File: config.mk
export PLATFORM = sky130hd
export DESIGN_NAME = http_header_length_scanner
export DESIGN_NICKNAME = d
export VERILOG_FILES = /design/src/hw/rtl/hhls_pkg.sv /design/src/hw/rtl/http_header_length_scanner.sv /design/src/hw/rtl/hhls_front.sv /design/src/hw/rtl/hhls_back.sv
export SDC_FILE = /design/constraint.sdc
export NUM_CORES = 1
export LEC_CHECK = 0
export BUFFER_PORTS_ARGS = -buffer_cell sky130_fd_sc_hd__buf_2
export CAP_MARGIN = 20
export CORE_ASPECT_RATIO = 0.75
export CORE_MARGIN = 2
export CORE_UTILIZATION = 45
export CTS_BUF_LIST = sky130_fd_sc_hd__clkbuf_8
export DETAILED_ROUTE_END_ITERATION = 8
export PLACE_DENSITY = 0.65
export SLEW_MARGIN = 10
export SYNTH_ARGS = -nofsm -noshare
export SYNTH_HDL_FRONTEND = slang
export SYNTH_SLANG_ARGS = --single-unit
File: constraint.sdc
create_clock -name clk -period 8.6 [get_ports clk]
set_input_delay 1.72 -clock clk [delete_from_list [all_inputs] [get_ports clk]]
set_output_delay 1.72 -clock clk [all_outputs]
set_load 0.005 [all_outputs]
File: src/hw/rtl/hhls_pkg.sv
`timescale 1ns / 1ps
// ----------------------------------------------------------------------------
// hhls_pkg
// Shared types, constants and helpers of the http header length scanner.
// ----------------------------------------------------------------------------
package hhls_pkg;

    localparam int TOK_DEPTH = 4;
    localparam int TOK_AW    = 2;
    localparam int TOK_CW    = 3;
    localparam int RES_DEPTH = 2;
    localparam int RES_CW    = 2;
    localparam int COUNT_W   = 22;
    localparam int LEN_W     = 27;
    localparam int LIMIT_W   = 21;

    localparam logic [LIMIT_W-1:0] LIMIT_RESET   = 21'd8192;
    localparam logic [LEN_W-1:0]   MAX_LEN       = 27'd67108864;
    localparam logic [LEN_W-1:0]   MAX_LEN_DIV10 = 27'd6710886;
    localparam logic [3:0]         PREFIX_LEN    = 4'd15;

    localparam logic [7:0] CHAR_LF    = 8'h0A;
    localparam logic [7:0] CHAR_CR    = 8'h0D;
    localparam logic [7:0] CHAR_SPACE = 8'h20;

    typedef enum logic [2:0] {
        PH_PREFIX,
        PH_LEADWS,
        PH_DIGITS,
        PH_TRAILWS,
        PH_OTHER,
        PH_BAD
    } phase_t;

    typedef enum logic [2:0] {
        ST_OK        = 3'd0,
        ST_BADLINE   = 3'd1,
        ST_TOOLARGE  = 3'd2,
        ST_MALFORMED = 3'd3,
        ST_EMPTY     = 3'd4
    } status_t;

    // one word from the front: end of line, or one or two content bytes
    typedef struct packed {
        logic       eol;
        logic       cr_first;
        logic [7:0] data;
    } token_t;

    typedef struct packed {
        status_t          status;
        logic             has_length;
        logic [LEN_W-1:0] body_length;
    } result_t;

    typedef struct packed {
        logic               in_hdr;
        logic [1:0]         space_cnt;
        logic               nonempty;
        logic [COUNT_W-1:0] count;
        phase_t             phase;
        logic [3:0]         pidx;
        logic [LEN_W-1:0]   acc;
    } line_t;

    localparam line_t LINE_RESET = '{
        in_hdr:    1'b0,
        space_cnt: 2'd0,
        nonempty:  1'b0,
        count:     '0,
        phase:     PH_PREFIX,
        pidx:      4'd0,
        acc:       '0
    };

    function automatic logic [7:0] prefix_char(input logic [3:0] idx);
        logic [7:0] ch;
        unique case (idx)
            4'd0:    ch = 8'h63; // c
            4'd1:    ch = 8'h6F; // o
            4'd2:    ch = 8'h6E; // n
            4'd3:    ch = 8'h74; // t
            4'd4:    ch = 8'h65; // e
            4'd5:    ch = 8'h6E; // n
            4'd6:    ch = 8'h74; // t
            4'd7:    ch = 8'h2D; // -
            4'd8:    ch = 8'h6C; // l
            4'd9:    ch = 8'h65; // e
            4'd10:   ch = 8'h6E; // n
            4'd11:   ch = 8'h67; // g
            4'd12:   ch = 8'h74; // t
            4'd13:   ch = 8'h68; // h
            4'd14:   ch = 8'h3A; // :
            default: ch = 8'h00;
        endcase
        return ch;
    endfunction

    // saturating add; the count only feeds a compare against a 21-bit limit
    function automatic logic [COUNT_W-1:0] sat_add(input logic [COUNT_W-1:0] a,
                                                   input logic [1:0] n);
        logic [COUNT_W:0] sum;
        sum = {1'b0, a} + (COUNT_W+1)'(n);
        return sum[COUNT_W] ? {COUNT_W{1'b1}} : sum[COUNT_W-1:0];
    endfunction

    function automatic line_t take_content(input line_t s, input logic [7:0] c);
        line_t            r;
        logic [7:0]       lc;
        logic             is_ws;
        logic             is_dig;
        logic [LEN_W-1:0] acc_new;
        r          = s;
        r.nonempty = 1'b1;
        r.count    = sat_add(s.count, 2'd1);
        lc         = (c >= 8'h41 && c <= 8'h5A) ? c + 8'd32 : c;
        is_ws      = (c == CHAR_SPACE) || (c >= 8'h09 && c <= 8'h0D);
        is_dig     = (c >= 8'h30 && c <= 8'h39);
        acc_new    = (s.acc << 3) + (s.acc << 1) + LEN_W'(c[3:0]);
        if (!s.in_hdr) begin
            if (c == CHAR_SPACE && s.space_cnt < 2'd2)
                r.space_cnt = s.space_cnt + 2'd1;
        end
        else begin
            case (s.phase) inside
                PH_PREFIX:
                begin
                    if (s.pidx != PREFIX_LEN && lc == prefix_char(s.pidx))
                    begin
                        r.pidx = s.pidx + 4'd1;
                        if (s.pidx == PREFIX_LEN - 4'd1)
                            r.phase = PH_LEADWS;
                    end
                    else
                        r.phase = PH_OTHER;
                end
                PH_LEADWS, PH_DIGITS:
                begin
                    if (is_dig) begin
                        if (s.acc > MAX_LEN_DIV10)
                            r.phase = PH_BAD;
                        else begin
                            r.acc   = acc_new;
                            r.phase = (acc_new > MAX_LEN) ? PH_BAD : PH_DIGITS;
                        end
                    end
                    else if (is_ws) begin
                        if (s.phase == PH_DIGITS)
                            r.phase = PH_TRAILWS;
                    end
                    else
                        r.phase = PH_BAD;
                end
                PH_TRAILWS:
                begin
                    if (!is_ws)
                        r.phase = PH_BAD;
                end
                default:
                begin
                end
            endcase
        end
        return r;
    endfunction

endpackage

File: src/hw/rtl/http_header_length_scanner.sv
`timescale 1ns / 1ps
// ----------------------------------------------------------------------------
// http_header_length_scanner
// Scans an http request head byte by byte and reports status and content length.
// ----------------------------------------------------------------------------
// channel   handshake                        payload
// input     push / full  (push && !full)     data_byte[7:0]
// result    pop / empty  (pop && !empty)     status[2:0], has_length, body_length[26:0]
// config    cfg_valid / cfg_ready            max_header_bytes[20:0]
//
// one byte per cycle sustained while full is low; the parser updates its line state once per word
// with no backlog a result reaches the result ports once its LF word has left the word queue
// and the parser has written it into the result queue; a 4-word queue splits intake from the
// parser, a 2-word queue holds results; full rises only when the word queue fills behind a stalled result side
// rst_n clears all state but the queue storage and sets the limit to 8192; cfg_ready is always high
// ----------------------------------------------------------------------------
module http_header_length_scanner
    import hhls_pkg::*;
(
    input  logic               clk,
    input  logic               rst_n,
    input  logic               push,
    input  logic [7:0]         data_byte,
    output logic               full,
    output logic               empty,
    input  logic               pop,
    output logic [2:0]         status,
    output logic               has_length,
    output logic [LEN_W-1:0]   body_length,
    input  logic               cfg_valid,
    output logic               cfg_ready,
    input  logic [LIMIT_W-1:0] max_header_bytes
);

    logic    tok_valid;
    token_t  tok;
    logic    tok_pop;
    result_t res_head;

    assign cfg_ready = 1'b1;

    hhls_front u_front (
        .clk       (clk),
        .rst_n     (rst_n),
        .push      (push),
        .data_byte (data_byte),
        .full      (full),
        .tok_valid (tok_valid),
        .tok       (tok),
        .tok_pop   (tok_pop)
    );

    hhls_back u_back (
        .clk       (clk),
        .rst_n     (rst_n),
        .tok_valid (tok_valid),
        .tok       (tok),
        .tok_pop   (tok_pop),
        .cfg_we    (cfg_valid && cfg_ready),
        .cfg_data  (max_header_bytes),
        .res_empty (empty),
        .res_pop   (pop),
        .res_head  (res_head)
    );

    assign status      = res_head.status;
    assign has_length  = res_head.has_length;
    assign body_length = res_head.body_length;

endmodule

File: src/hw/rtl/hhls_front.sv
`timescale 1ns / 1ps
// ----------------------------------------------------------------------------
// hhls_front
// Byte intake: folds CR handling into words and queues them for the parser.
// ----------------------------------------------------------------------------
module hhls_front
    import hhls_pkg::*;
(
    input  logic       clk,
    input  logic       rst_n,
    input  logic       push,
    input  logic [7:0] data_byte,
    output logic       full,
    output logic       tok_valid,
    output token_t     tok,
    input  logic       tok_pop
);

    token_t              tok_mem [TOK_DEPTH];
    logic [TOK_AW-1:0]   wr_ptr_reg, wr_ptr_next;
    logic [TOK_AW-1:0]   rd_ptr_reg, rd_ptr_next;
    logic [TOK_CW-1:0]   count_reg, count_next;
    logic                cr_pending_reg, cr_pending_next;
    logic                accept;
    logic                tok_push;
    token_t              new_tok;

    assign full      = (count_reg == TOK_CW'(TOK_DEPTH));
    assign accept    = push && !full;
    assign tok_valid = (count_reg != '0);
    assign tok       = tok_mem[rd_ptr_reg];

    always_comb
    begin
        tok_push        = 1'b0;
        new_tok         = '0;
        cr_pending_next = cr_pending_reg;
        if (accept) begin
            if (data_byte == CHAR_LF) begin
                // a CR right before LF is dropped
                tok_push        = 1'b1;
                new_tok.eol     = 1'b1;
                cr_pending_next = 1'b0;
            end
            else if (data_byte == CHAR_CR) begin
                // the earlier CR turns out to be content
                tok_push        = cr_pending_reg;
                new_tok.data    = CHAR_CR;
                cr_pending_next = 1'b1;
            end
            else begin
                tok_push         = 1'b1;
                new_tok.cr_first = cr_pending_reg;
                new_tok.data     = data_byte;
                cr_pending_next  = 1'b0;
            end
        end
        wr_ptr_next = tok_push ? wr_ptr_reg + TOK_AW'(1) : wr_ptr_reg;
        rd_ptr_next = tok_pop ? rd_ptr_reg + TOK_AW'(1) : rd_ptr_reg;
        count_next  = count_reg + TOK_CW'(tok_push) - TOK_CW'(tok_pop);
    end

    always_ff @(posedge clk)
    begin
        if (tok_push)
            tok_mem[wr_ptr_reg] <= new_tok;
    end

    always_ff @(posedge clk or negedge rst_n)
    begin
        if (!rst_n) begin
            wr_ptr_reg     <= '0;
            rd_ptr_reg     <= '0;
            count_reg      <= '0;
            cr_pending_reg <= 1'b0;
        end
        else begin
            wr_ptr_reg     <= wr_ptr_next;
            rd_ptr_reg     <= rd_ptr_next;
            count_reg      <= count_next;
            cr_pending_reg <= cr_pending_next;
        end
    end

    a_tok_count: assert property (@(posedge clk) disable iff (!rst_n)
        count_reg <= TOK_CW'(TOK_DEPTH))
        else $error("word queue count beyond depth");

    a_lf_clears_cr: assert property (@(posedge clk) disable iff (!rst_n)
        accept && data_byte == CHAR_LF |=> !cr_pending_reg)
        else $error("cr pending survived a line end");

    a_pop_valid: assert property (@(posedge clk) disable iff (!rst_n)
        tok_pop |-> tok_valid)
        else $error("word popped from empty queue");

endmodule

File: src/hw/rtl/hhls_back.sv
`timescale 1ns / 1ps
// ----------------------------------------------------------------------------
// hhls_back
// Line parser: request line, header limit and content-length checks, result queue.
// ----------------------------------------------------------------------------
module hhls_back
    import hhls_pkg::*;
(
    input  logic               clk,
    input  logic               rst_n,
    input  logic               tok_valid,
    input  token_t             tok,
    output logic               tok_pop,
    input  logic               cfg_we,
    input  logic [LIMIT_W-1:0] cfg_data,
    output logic               res_empty,
    input  logic               res_pop,
    output result_t            res_head
);

    line_t               line_reg, line_next;
    logic [LEN_W-1:0]    stored_reg, stored_next;
    logic                seen_reg, seen_next;
    logic [LIMIT_W-1:0]  limit_reg;
    result_t             res_mem [RES_DEPTH];
    logic                res_wr_reg, res_rd_reg;
    logic [RES_CW-1:0]   res_count_reg, res_count_next;
    logic                res_push;
    logic                res_take;
    result_t             res_new;
    line_t               line_cr;
    logic [COUNT_W-1:0]  count_eol;

    assign res_empty = (res_count_reg == '0);
    assign res_take  = res_pop && !res_empty;
    assign res_head  = res_mem[res_rd_reg];
    assign tok_pop   = tok_valid && (!tok.eol || res_count_reg != RES_CW'(RES_DEPTH));
    assign line_cr   = tok.cr_first ? take_content(line_reg, CHAR_CR) : line_reg;
    assign count_eol = sat_add(line_reg.count, 2'd2);

    always_comb
    begin
        line_next   = line_reg;
        stored_next = stored_reg;
        seen_next   = seen_reg;
        res_push    = 1'b0;
        res_new     = '0;
        if (tok_pop) begin
            if (!tok.eol)
                line_next = take_content(line_cr, tok.data);
            else begin
                if (!line_reg.in_hdr) begin
                    if (!line_reg.nonempty) begin
                        res_push       = 1'b1;
                        res_new.status = ST_EMPTY;
                    end
                    else if (line_reg.space_cnt < 2'd2) begin
                        res_push       = 1'b1;
                        res_new.status = ST_BADLINE;
                    end
                    else begin
                        line_next.count = count_eol;
                        line_next.in_hdr = 1'b1;
                    end
                end
                else if (!line_reg.nonempty) begin
                    // blank line ends the head
                    res_push            = 1'b1;
                    res_new.status      = ST_OK;
                    res_new.has_length  = seen_reg;
                    res_new.body_length = seen_reg ? stored_reg : '0;
                end
                else begin
                    line_next.count = count_eol;
                    if (count_eol > COUNT_W'(limit_reg)) begin
                        res_push       = 1'b1;
                        res_new.status = ST_TOOLARGE;
                    end
                    else if (line_reg.phase == PH_BAD || line_reg.phase == PH_LEADWS) begin
                        res_push       = 1'b1;
                        res_new.status = ST_MALFORMED;
                    end
                    else if (line_reg.phase == PH_DIGITS ||
                             line_reg.phase == PH_TRAILWS) begin
                        if (seen_reg && stored_reg != line_reg.acc) begin
                            res_push       = 1'b1;
                            res_new.status = ST_MALFORMED;
                        end
                        else begin
                            seen_next   = 1'b1;
                            stored_next = line_reg.acc;
                        end
                    end
                end
                // next line starts fresh
                line_next.nonempty = 1'b0;
                line_next.phase    = PH_PREFIX;
                line_next.pidx     = 4'd0;
                line_next.acc      = '0;
                if (res_push) begin
                    line_next   = LINE_RESET;
                    stored_next = '0;
                    seen_next   = 1'b0;
                end
            end
        end
        res_count_next = res_count_reg + RES_CW'(res_push) - RES_CW'(res_take);
    end

    always_ff @(posedge clk)
    begin
        if (res_push)
            res_mem[res_wr_reg] <= res_new;
    end

    always_ff @(posedge clk or negedge rst_n)
    begin
        if (!rst_n) begin
            line_reg      <= LINE_RESET;
            stored_reg    <= '0;
            seen_reg      <= 1'b0;
            limit_reg     <= LIMIT_RESET;
            res_wr_reg    <= 1'b0;
            res_rd_reg    <= 1'b0;
            res_count_reg <= '0;
        end
        else begin
            line_reg      <= line_next;
            stored_reg    <= stored_next;
            seen_reg      <= seen_next;
            if (cfg_we)
                limit_reg <= cfg_data;
            if (res_push)
                res_wr_reg <= !res_wr_reg;
            if (res_take)
                res_rd_reg <= !res_rd_reg;
            res_count_reg <= res_count_next;
        end
    end

    a_res_count: assert property (@(posedge clk) disable iff (!rst_n)
        res_count_reg <= RES_CW'(RES_DEPTH))
        else $error("result queue count beyond depth");

    a_err_no_len: assert property (@(posedge clk) disable iff (!rst_n)
        res_push && res_new.status != ST_OK |-> !res_new.has_length &&
                                                res_new.body_length == '0)
        else $error("length reported with an error status");

    a_restart: assert property (@(posedge clk) disable iff (!rst_n)
        res_push |=> !line_reg.in_hdr && line_reg.count == '0 && !seen_reg)
        else $error("parser did not restart after a result");

endmodule

; Word level (Yosys, flattened, before mapping)
; Memory sizes are Yosys's and may differ from the RTL's.
; Cells that the tools add are included.
[word_totals]
inputBits = 34
ff_bits = 121
ramBits = 102
memories = 4
romBits = 224
[op_classes]
n_mux = 101
reduce_logical = 31
n_eq_ne = 25
n_lt_le_gt_ge = 11
addsub = 15
[memory_table]
columns = name, depth, word_bits, read_ports, rd_clocked_by_memory_dff, wr, line
row1 = (name not given), 16, 7, 1, 0, 0, hhls_pkg.sv:78  ; unique case (idx)
row2 = (name not given), 16, 7, 1, 0, 0, hhls_pkg.sv:78
row3 = u_back.res_mem, 2, 31, 1, 0, 1, hhls_back.sv:25  ; result_t res_mem [RES_DEPTH];
row4 = u_front.tok_mem, 4, 10, 1, 0, 1, hhls_front.sv:19  ; token_t tok_mem [TOK_DEPTH];
[op_table]
columns = operator, n
row1 = 2-to-1 mux 27 bit, 12
row2 = 2-to-1 mux 22 bit, 7
row3 = 2-to-1 mux 60 bit, 2
row4 = 2-to-1 mux 8 bit, 8
row5 = 2-to-1 mux 3 bit, 21
row6 = 2-to-1 mux 31 bit, 2
row7 = 2-to-1 mux 28 bit, 2
row8 = 2-to-1 mux 56 bit, 1
row9 = "adder 22 x 1 -> 23 bit, second input constant", 2
row10 = 2-to-1 mux 1 bit, 34
row11 = 2-to-1 mux 34 bit, 1
row12 = adder 27 bit, 1
row13 = adder 27 x 4 -> 27 bit, 1
row14 = "greater-than comparator 27 x 23 -> 1 bit, second input constant", 1
row15 = "greater-than comparator 27 bit, second input constant", 1
row16 = != test 27 bit, 1
row17 = "adder 22 x 2 -> 23 bit, second input constant", 1
row18 = greater-than comparator 22 x 21 -> 1 bit, 1
row19 = "equality test 8 x 4 -> 1 bit, second input constant", 2
row20 = 2-to-1 mux 4 bit, 4
row21 = "equality test 3 x 2 -> 1 bit, second input constant", 4
row22 = "!= test 4 bit, second input constant", 3
row23 = logical AND 1 bit, 10
row24 = 2-to-1 mux 10 bit, 1
row25 = other kinds (35), 60

; Depth between registers and ports, before layout
; Gate-level depths: netlist of the first run.
[depth]
ltp_word = 20
depth_mapped = 21

; By module
; From an unflattened synthesis of the first run, not the netlist that was laid out.
[unflattened]
cells_unflattened = 1390
area_unflattened_um2 = 13927.1
[by_module_without_submodules]
columns = module, cells_each, area_per_inst_um2, instances
row1 = hhls_back, 1280, 11916.4, 1
row2 = hhls_front, 108, 1999.4, 1
row3 = http_header_length_scanner, 2, 11.3, 1

; Least setup slack after synthesis of the first run
; No wires, ideal clock.
[synth_timing]
kind = reg2reg
start = reg u_back.line_reg[36] (netlist name)
end = mem u_back.res_mem[0][0] (netlist name) (enable)
path_slack_ns = 3.591
setup_ns = 0.419
path_stages_with_launch = 19
arrival_time_ns = 4.590
n_path_buf = 5
path_cell_list = dfrtp_1 > buf_2 > and4_1 > and4_1 > buf_4 > nand3_1 > clkbuf_1 > buf_1 > o21ai_0 > ha_1 > nand3_1 > nor4_1 > o31ai_1 > nand4_1 > a211o_1 > a211o_1 > buf_2 > nand2_1 > nor2_1
[synth_between]
elab_chain_cells = 12
[synth_rtl]
columns = element, line
row1 = "start, declared", hhls_back.sv:21  ; line_t line_reg, line_next;
row2 = "start signal, assigned", hhls_back.sv:128  ; line_reg <= line_next;
row3 = adder 22 x 2 -> 23 bit, hhls_pkg.sv:103  ; sum = {1'b0, a} + (COUNT_W+1)'(n);
row4 = 2-to-1 mux 22 bit, hhls_pkg.sv:104  ; return sum[COUNT_W] ? {COUNT_W{1'b1}} : sum[COUNT_W-1:0];
row5 = greater-than comparator 22 x 21 -> 1 bit, hhls_back.sv:75  ; if (count_eol > COUNT_W'(limit_reg)) begin
row6 = 2-to-1 mux 1 bit, hhls_back.sv:75
row7 = 2-to-1 mux 1 bit, hhls_back.sv:66  ; else if (!line_reg.nonempty) begin
row8 = 2-to-1 mux 1 bit, hhls_back.sv:52  ; if (!line_reg.in_hdr) begin
row9 = 2-to-1 mux 1 bit, hhls_back.sv:49  ; if (!tok.eol)
row10 = 2-to-1 mux 1 bit, hhls_back.sv:48  ; if (tok_pop) begin
row11 = 2-to-1 mux 1 bit, hhls_back.sv:49
row12 = 2-to-1 mux 1 bit, hhls_back.sv:48
row13 = 2-to-1 mux 1 bit, hhls_back.sv:112  ; if (res_push)
row14 = 2-to-1 mux 1 bit (implied by the code), hhls_back.sv:113  ; res_mem[res_wr_reg] <= res_new;
row15 = "end, declared", hhls_back.sv:25
; Every way passes these cells. The select of a mux whose other input is x is not followed.

; Final worst setup path of the first run
[layout_timing]
start = reg u_back.line_reg[37] (netlist name)
end = reg u_back.stored_reg[23]
[layout_between]
elab_chain_cells = 10
elab_cells_between_ends = 16
[layout_rtl]
columns = element, line
row1 = adder 22 x 2 -> 23 bit *, hhls_pkg.sv:103
row2 = 2-to-1 mux 22 bit *, hhls_pkg.sv:104
row3 = greater-than comparator 22 x 21 -> 1 bit *, hhls_back.sv:75
row4 = 2-to-1 mux 1 bit, hhls_back.sv:75
row5 = 2-to-1 mux 1 bit, hhls_back.sv:66
row6 = 2-to-1 mux 1 bit, hhls_back.sv:52
row7 = 2-to-1 mux 1 bit, hhls_back.sv:49
row8 = 2-to-1 mux 1 bit, hhls_back.sv:48
row9 = != test 2 bit (no line) / nonzero test 2 bit (equally long branches), --
row10 = AND reduction 8 bit (no line), --
row11 = "end signal, assigned", hhls_back.sv:129  ; stored_reg <= stored_next;
row12 = "end, declared", hhls_back.sv:22  ; logic [LEN_W-1:0] stored_reg, stored_next;
; Mark *: on every way between the ends. The rest lies on a longest branch, timed or not. The select of a mux whose other input is x is not followed.
; A chain may end at the register's enable or synchronous reset.

==> results of run 1 <==
-- logic make-up after synthesis --
| kind of cell | share of synthesized area (%) |
|---|---|
| AO/OA/AOI/OAI | 17.5 |
| multiplexers | 5.02 |
| AND/OR/NAND/NOR | 16.5 |
| flip-flops | 43.4 |
| XOR/XNOR | 5.25 |
| other | 0.0267 |
| buffers and inverters | 4.10 |
| adder cells (fa/ha/maj) | 8.19 |
-- worst max path at each step --
stage / end / slack (ps) / cells after the start
3_5_place_dp: u_back.stored_reg[16] / 3130 / 13
4_1_cts: u_back.stored_reg[9] / 3130 / 13
5_1_grt: u_back.stored_reg[2] / 2710 / 13
2_1_floorplan: u_back.res_mem[0][0] / 3590 / 18
6_report: u_back.stored_reg[23] / 3030 / 13
3_3_place_gp: u_back.stored_reg[20] / 3400 / 13
-- cell type report --
type / instances / area, µm² / share of cell area, %
diodes: 1 / 2.50 / 0.0163
clock buffers: 40 / 551 / 3.60
clock inverters: 28 / 159 / 1.04
inverters: 65 / 244 / 1.59
multi-input cells: 1032 / 7370 / 48.1
flip-flops and latches: 223 / 6090 / 39.8
well taps: 399 / 499 / 3.26
repair buffers: 74 / 397 / 2.59
-- power breakdown --
group	internal, W	leakage [nW]	switching (W)	total (W)
combinational	0.000502	3.65	0.000842	0.00134
sequential	0.00135	2.57	0.000153	0.00150
clock	0.000467	0.421	0.000442	0.000908
-- worst max-delay path: stages (launching register included) --
cell and delay, ps:
dfrtp_1 590, and4_1 370, and4_1 460, nand3_1 700, o21ai_0 440, ha_1 320
a211oi_1 210, nor2_1 70, o31ai_1 240, nand4_1 160, a211o_1 280, a211o_1 410
o21ai_2 920, a22o_1 280
-- stage by stage --
stage | hold slack (ps) | instances | total power, W | util, % | setup WS, ps
CTS | 503 | 1860 | 0.00378 | 50.3 | 3130
global placement | 476 | 1792 | 0.00281 | 48.0 | 3400
finish | 500 | 1862 | 0.00375 | 50.3 | 3030
floorplan | 459 | 1391 | 0.00243 | - | 3590
detailed placement | 493 | 1792 | 0.00285 | 48.0 | 3130
global route | 525 | 1861 | 0.00398 | 50.3 | 2710
-- layer usage --
layer  share of wire [%]  vias up  track usage (%)
met2                  39      443             30.7
met3                 9.0       41             6.10
met1                  50     5331             35.0
li1                    -     5255                -
met4                 1.1        0             4.26
met5                   0        -                0
-- cells in the mapped netlist (6+ instances only) --
library cell	instances	area share, %
and3_1	15	0.67
xnor2_1	51	3.2
nor3_1	18	0.64
edfxtp_1	102	22
o21a_1	7	0.37
a22o_1	38	2.4
nand3_1	38	1.4
clkbuf_1	37	0.99
a221o_1	6	0.43
and2_1	58	2.6
o31ai_1	15	0.80
nand2b_1	8	0.36
a21oi_1	57	2.0
a31oi_1	19	0.85
o22ai_1	6	0.27
a211o_1	6	0.37
a21o_1	18	0.96
o211ai_1	9	0.48
inv_1	64	1.7
a22oi_1	12	0.64
and4_1	10	0.62
nor2b_1	16	0.71
or3_1	13	0.58
nor2_1	67	1.8
a211oi_1	8	0.43
xor2_1	33	2.1
o21ai_0	86	3.1
nand2_1	134	3.6
mux4_2	9	1.4
nor3b_1	6	0.32
nand4_1	25	1.1
ha_1	87	7.8
o21ai_1	10	0.36
nor4_1	11	0.49
buf_2	21	0.75
dfrtp_1	120	21
mux2_2	39	3.1
==> flow_summary.toml, run 1 <==
[outcome]
outcome = "finished, final reports clean"

[cells_and_area]
final_common_cell = "nand2_1"
postLayoutCellArea_um2 = 15300
nNetsFinal = 1557
area_growth_pct = 9.18
fillers = 2820
largest_reg_flops = 62
layout_common_cells = "nand2_1 (134), dfrtp_1 (120), edfxtp_1 (102), ha_1 (87), o21ai_0 (86)"
drive_gt1_share_pct = 13.2

[placed_design]
globalplace.congestion = 0.930
placedInstanceArea_um2 = 14600
dp_hpwl_um = 26700
io_buffers = 66

[global_route]
grt_overflow = 0
grt_start_max_net_pins = 64
grt_pass1_wl_um = 58500
grt_pass1_vias = 10395
grt_antenna_before_repair = 1
track_usage_pct = 22.4

[yosys]
yosysSeqAreaShare_pct = 43.4
synth-seq-cells = 223
synthArstFlopShare_pct = 54.3
synth-main-ff-cell = "dfrtp_1"
synth_area_um2 = 14000
synthesis.nets = 1515
yosysWarnings = 0
synth_edf_count = 102
syn_area_per_cell_um2 = 10.1
yosys.cell_types.count = 89
synth_cells = 1391

[worst_hold_path]
hold_start = "u_back.line_reg[57]"
whs_endpoint = "u_back.line_reg[57]"
hold_depth = 1
hold_path_class = "flip-flop to flip-flop"

[setup_path]
critPathCaptureType = "flip-flop"
worstPathArrival_ps = 6050
r2r-end = "u_back.stored_reg[23]"
critPathRequiredTime_ps = 9080
crit_fanout = 27
timing.rr.start = "u_back.line_reg[37]"
cp-startpoint = "u_back.line_reg[37]"
worstSetupPathType = "flip-flop to flip-flop"
worst-r2r-setup-slack_ps = 3030
r2r.worst_path.cells = 13
worst_setup_path_start_kind = "flip-flop"

[die]
die_w_um = 208
die-height_um = 157
initial_core_util_pct = 46.1
rows = 55
dieArea_um2 = 32600
io_pins = 68
fp.coreArea_um2 = 30400

[clock_tree]
cts_hold_buf = 0
post_cts_buffers = 0
clock-sinks = 223
clockBufferDepth = 3
cts-buffers-inserted = 37
postCtsResizedCells = 0
clk_latency_ps = 550
htreeDepth = 2
path_clk_slew_ps = 80
root_buffer = "clkbuf_8"
cts_tree = "done"

[drt]
wl_um = 36600
num_vias = 11070
routedWlPerCell_um = 19.7
ant_nets = 0
drt_first_iter_violations = 1098
drc_errors = 0
viasPerCell = 5.95
firstDrtPassIters = 6

[flow_run]
drv_cap = 0

[sta]
rsz0062_at_grt = "no"
fin_setup_tns_ps = 0
worst_pin_slew_ps = 1110
finalClockSkew_ps = 21.3
finalCritPeriodShare_pct = 64.8
slew_headroom_pct = 26.1
max_freq_mhz = 180
setup_viol = 0
drv_slew = 0
finalCriticalPeriod_ps = 5570
hold_violations = 0

[pwr]
max-vdd-ir-drop_v = 0.000158
power_leakage_nw = 6.65
power_density_nw_per_um2 = 245
Note: power is estimated with default switching activity, not from simulation.
==> run 2: changes to the inputs <==
==> constraint.sdc (replaced) <==
create_clock -name clk -period 5.7 [get_ports clk]
set_input_delay 1.14 -clock clk [delete_from_list [all_inputs] [get_ports clk]]
set_output_delay 1.14 -clock clk [all_outputs]
set_load 0.005 [all_outputs]
==> run 2 against run 1 <==
Compared with the run above:
- worst setup slack worse by 2200 ps
- combinational power rose by 58%
- final cell count up 0.27%
- die area stayed put
- clock power rose by 64%
- critical endpoint is now u_back.line_reg[32]
- final area is 0.80% higher
- critical path type unchanged
- routed wire length decreased by 0.88%
==> flow_summary.toml, run 2 (synthesis gave the netlist of run 1 again) <==
[outcome]
outcome = "finished, final reports clean"

[setup_path]
slowest_delay_ps = 660
crit_slowest_cell = "mux4_2"
path_cells = "mux4_2 > inv_1 > fa_1 > fa_1 > nor2b_1 > o2111ai_1 > a31oi_1 > o21ai_0 > o21ai_0 > xor2_1 > a211o_1 > o41ai_1 > a32o_1"
worstPathArrival_ps = 5390
worst-r2r-setup-slack_ps = 800
timing.rr.start = "u_front.rd_ptr_reg[0]"
path_delay_family = "compound AO/OA/AOI/OAI gates"
critPathBufInv = 1
worst_setup_path_start_kind = "flip-flop"
r2r-end = "u_back.line_reg[32]"
cp.depth = 13
cp-startpoint = "u_front.rd_ptr_reg[0]"
crit_end = "u_back.line_reg[32]"
crit_fanout = 10
critPathCaptureType = "flip-flop"
critPathRequiredTime_ps = 6190
r2r.worst_path.cells = 13
worstSetupPathType = "flip-flop to flip-flop"

[die]
io_pins = 68
fp.coreArea_um2 = 30400
initial_core_util_pct = 46.1
rows = 55
dieArea_um2 = 32600
die_w_um = 208
die-height_um = 157

[drt]
ant_nets = 0
routedWlPerCell_um = 19.4
num_vias = 11044
viasPerCell = 5.92
firstDrtPassIters = 5
drc_errors = 0
drt_first_iter_violations = 1163
wl_um = 36300

[sta]
setup_viol = 0
finalCritPeriodShare_pct = 85.9
fin_setup_tns_ps = 0
rsz0062_at_grt = "no"
hold_slack_ps = 491
max_freq_mhz = 204
slew_headroom_pct = 26.4
finalClockSkew_ps = 25.7
worst_pin_slew_ps = 1100
hold_violations = 0
drv_slew = 0
finalCriticalPeriod_ps = 4900
worst_slack_ps = 803

[pwr]
seq_power_share_pct = 38.0
power_density_nw_per_um2 = 377
p_switching_w = 0.00217
max-vdd-ir-drop_v = 0.000222
p_total_w = 0.00581
p_sw_share_pct = 37.3
internal_power_w = 0.00364
pwr-share-clk_pct = 25.6
p_comb_share_pct = 36.4
power_leakage_nw = 6.71

[cells_and_area]
area_growth_pct = 10.1
final_common_cell = "nand2_1"
layout_common_cells = "nand2_1 (134), dfrtp_1 (120), edfxtp_1 (102), ha_1 (87), o21ai_0 (86)"
diodes = 0
nNetsFinal = 1566
largest_reg_flops = 62
drive_gt1_share_pct = 14.0

[global_route]
busiest_layer = "met1"
grt_pass1_vias = 10536
gr-usage-met1_pct = 35.3
grt_pass1_wl_um = 58100
grt_start_max_net_pins = 79
grt_antenna_before_repair = 1
grtUsageMet2_pct = 30.2
grt_overflow = 0
track_usage_pct = 22.4
use_met3_pct = 5.40

[placed_design]
globalplace.congestion = 0.963
io_buffers = 66
dp_slack_ps = 835
dp_hpwl_um = 26400

[clock_tree]
clock-sinks = 223
postCtsResizedCells = 0
clockBufferDepth = 3
cts_tree = "done"
clk_latency_ps = 560
root_buffer = "clkbuf_8"
htreeDepth = 2
cts-buffers-inserted = 38
path_clk_slew_ps = 60
post_cts_buffers = 0
cts_hold_buf = 0

[flow_run]
drv_cap = 0

[worst_hold_path]
hold_path_class = "flip-flop to flip-flop"
-- run 2: power by group through the flow --
stage	logic [W]	clock network (W)	registers, W
after floorplan	0.00153	0	0.00214
after detailed placement	0.00207	0	0.00224
after global routing	0.00234	0.00160	0.00224
after global placement	0.00204	0	0.00223
after CTS	0.00209	0.00153	0.00221
final	0.00212	0.00149	0.00221
-- run 2: worst reg2reg max path, stage by stage (launching register included) --
cell	delay [ps]
dfrtp_1	600
mux4_2	660
inv_1	130
fa_1	470
fa_1	470
nor2b_1	180
o2111ai_1	180
a31oi_1	550
o21ai_0	230
o21ai_0	230
xor2_1	140
a211o_1	290
o41ai_1	480
a32o_1	240
-- run 2: cell type report --
| cell class | instances | area [µm²] |
|---|---|---|
| fill | 2814 | 15000 |
| multi-input combinational | 1032 | 7370 |
| clock buffer | 42 | 578 |
| sequential | 223 | 6090 |
| timing repair buffer | 82 | 460 |
| clock inverter | 24 | 193 |
| inverter | 65 | 244 |
| tap | 399 | 499 |
-- run 2: how the worst min path moves through the flow --
stage	from	endpoint	slack, ps	cells past startpoint
2_1_floorplan	u_back.line_reg[57]	u_back.line_reg[57]	460	1
3_3_place_gp	u_back.res_rd_reg	u_back.res_rd_reg	460	1
3_5_place_dp	u_back.res_rd_reg	u_back.res_rd_reg	470	1
4_1_cts	u_back.res_rd_reg	u_back.res_rd_reg	480	1
5_1_grt	u_back.res_rd_reg	u_back.res_rd_reg	500	1
6_report	u_back.res_rd_reg	u_back.res_rd_reg	490	1
-- run 2: metal layers --
| layer | share of wire (%) | up-vias |
|---|---|---|
| met3 | 7.3 | 48 |
| met1 | 52 | 5391 |
| li1 | - | 5255 |
| met5 | 0 | - |
| met4 | 1.5 | 0 |
| met2 | 39 | 350 |
-- run 2: stage by stage --
| stage | cell area [µm²] | utilization, % | std cells |
|---|---|---|---|
| global placement | 14600 | 48.2 | 1800 |
| floorplan | 14000 | - | 1391 |
| global route | 15400 | 50.7 | 1867 |
| CTS | 15400 | 50.7 | 1866 |
| detailed placement | 14600 | 48.2 | 1800 |
| finish | 15400 | 50.7 | 1867 |
==> run 3: changes to the inputs <==
--- a/config.mk
+++ b/config.mk
@@ -12,7 +12,7 @@
 export CORE_UTILIZATION = 45
 export CTS_BUF_LIST = sky130_fd_sc_hd__clkbuf_8
 export DETAILED_ROUTE_END_ITERATION = 8
-export PLACE_DENSITY = 0.65
+export PLACE_DENSITY = 0.67
 export SLEW_MARGIN = 10
 export SYNTH_ARGS = -nofsm -noshare
 export SYNTH_HDL_FRONTEND = slang
==> constraint.sdc (replaced) <==
create_clock -name clk -period 4 [get_ports clk]
set_input_delay 0.8 -clock clk [delete_from_list [all_inputs] [get_ports clk]]
set_output_delay 0.8 -clock clk [all_outputs]
set_load 0.005 [all_outputs]
==> run 3 against run 2 <==
Compared with the run above:
- the flow now finishes with violations (negative setup slack)
- maximum frequency is 20% higher
- clock skew rose by 26 ps
- utilization increased by 6.2 points
- combinational power rose by 77%
- final area up 12%
- final cell count rose by 8.8%
- count of clock-buffer cells in the layout is 1 lower
- register-to-register slack got worse by 870 ps
- worst setup slack got worse by 870 ps
- die area stayed put
- hold slack worse by 200 ps
- critical path type unchanged
- critical endpoint unchanged
==> flow_summary.toml, run 3 (synthesis gave the netlist of run 1 again) <==
[outcome]
outcome = "complete, but fails checks"
violations = "negative setup slack"

[pwr]
power_density_nw_per_um2 = 516
p_total_w = 0.00893
max-vdd-ir-drop_v = 0.000304
power_leakage_nw = 7.61

[placed_design]
dp_hpwl_um = 27900
globalplace.congestion = 0.947
dp_slack_ps = -313
io_buffers = 66

[setup_path]
r2r.worst_path.cells = 15
critPathRequiredTime_ps = 4500
path_cells = "buf_6 > mux4_2 > ha_4 > ha_4 > inv_2 > fa_2 > nor2b_4 > o2111ai_4 > a31oi_4 > o211a_1 > or3_4 > a221oi_2 > nand4b_1 > o41ai_4 > a32o_1"
worstSetupPathType = "flip-flop to flip-flop"
crit_slowest_cell = "mux4_2"
worstPathArrival_ps = 4570
crit_fanout = 4
worst_setup_path_start_kind = "flip-flop"
cpMostUsedCell = "ha_4"
critPathCaptureType = "flip-flop"
slowest_delay_ps = 550

[cells_and_area]
nNetsFinal = 1726
drive_gt1_share_pct = 27.2
diodes = 0
largest_reg_flops = 62
final_common_cell = "buf_4"
layout_common_cells = "buf_4 (150), nand2_1 (130), dfrtp_1 (120), edfxtp_1 (102), ha_1 (80)"
fillers = 2559
area_growth_pct = 23.4

[sta]
worst_pin_slew_ps = 934
drv_slew = 0
hold_violations = 0
setup_viol = 41
finalCritPeriodShare_pct = 102
worst_slack_ps = -70.7
max_freq_mhz = 246
finalClockSkew_ps = 51.4
finalCriticalPeriod_ps = 4070
slew_headroom_pct = 37.5
rsz0062_at_grt = "yes"

[global_route]
track_usage_pct = 23.3
grt_pass1_wl_um = 60700
grt_antenna_before_repair = 1
grt_overflow = 0
grt_pass1_vias = 11201
grt_start_max_net_pins = 77

[die]
die_w_um = 208
fp.coreArea_um2 = 30400
dieArea_um2 = 32600
die-height_um = 157
io_pins = 68
initial_core_util_pct = 46.1
rows = 55

[drt]
drt_first_iter_violations = 1002
routedWlPerCell_um = 19.4
wl_um = 39400
viasPerCell = 5.84
ant_nets = 0
drc_errors = 0
num_vias = 11865
firstDrtPassIters = 5

[clock_tree]
clk_latency_ps = 580
clock-sinks = 223
root_buffer = "clkbuf_8"
cts_tree = "done"
cts-buffers-inserted = 39
path_clk_slew_ps = 70
clockBufferDepth = 3
cts_hold_buf = 0
htreeDepth = 2

[worst_hold_path]
hold_path_class = "primary input to async pin"

[flow_run]
drv_cap = 0
[run 3: cell types whose count changed in the layout (fill, tap and decap cells not counted), moves of 8 or more]
cell,previous run,this run
buf_4,16,150
o21ai_0,86,70
buf_6,0,12
o21ai_1,10,21
a22oi_1,12,3
a22oi_2,0,9
buf_12,0,8
[run 3: report_power, final]
group          total, W  internal (W)  switching, W
sequential      0.00312       0.00290      0.000219
clock           0.00205       0.00104       0.00101
combinational   0.00376       0.00159       0.00216
total           0.00893       0.00553       0.00340
[run 3: metal layers]
| metal | GRT usage (%) | part of all wire (%) |
|---|---|---|
| met1 | 36.1 | 48 |
| met4 | 5.84 | 1.9 |
| met2 | 32.7 | 41 |
| met3 | 4.96 | 8.6 |
| met5 | 0 | 0.030 |
[run 3: final timing paths]
check	start	end	slack [ps]
hold / removal	rst_n	u_front.rd_ptr_reg[0]	290
setup reg to reg	u_front.rd_ptr_reg[0]	u_back.line_reg[32]	-70
max in group asynchronous	rst_n	u_back.line_reg[34]	2830
hold reg to reg	u_front.count_reg[2]	u_front.count_reg[2]	500
min in group clk	max_header_bytes[10]	u_back.limit_reg[10]	430
setup / recovery	u_front.rd_ptr_reg[0]	u_back.line_reg[32]	-70
[run 3: layout make-up]
| type | instances | area [µm²] | share of cell area (%) |
|---|---|---|---|
| timing repair buffer | 240 | 1870 | 10.8 |
| clock buffer | 41 | 564 | 3.26 |
| tap | 399 | 499 | 2.88 |
| inverter | 65 | 246 | 1.42 |
| sequential | 223 | 6090 | 35.2 |
| clock inverter | 31 | 186 | 1.08 |
| multi-input combinational | 1033 | 7850 | 45.3 |
[run 3: timing repair]
action,CTS,global route
gates resized for setup,37,74
setup buffers,6,20
endpoints found under the setup margin,98,116
pin swaps,23,64
gates cloned,0,9
[run 3: worst max-delay path: cells and delay by family, from the launching register on]
family	cells	cell delay (ps)
fa+ha+maj	3	590
flops	1	420
mux	1	550
simple gates	3	660
buf+inv	2	170
compound gates	6	1610
[run 3: stage by stage]
step	std cells	area (µm²)	utilization, %	hold slack, ps	setup TNS [ps]
3_3_place_gp	1926	15700	51.6	481	-4120
6_report	2032	17300	56.9	287	-719
5_1_grt	2032	17300	56.9	311	-8310
4_1_cts	2004	16600	54.7	282	-106
2_1_floorplan	1391	14100	-	459	0
3_5_place_dp	1926	15700	51.6	486	-4970
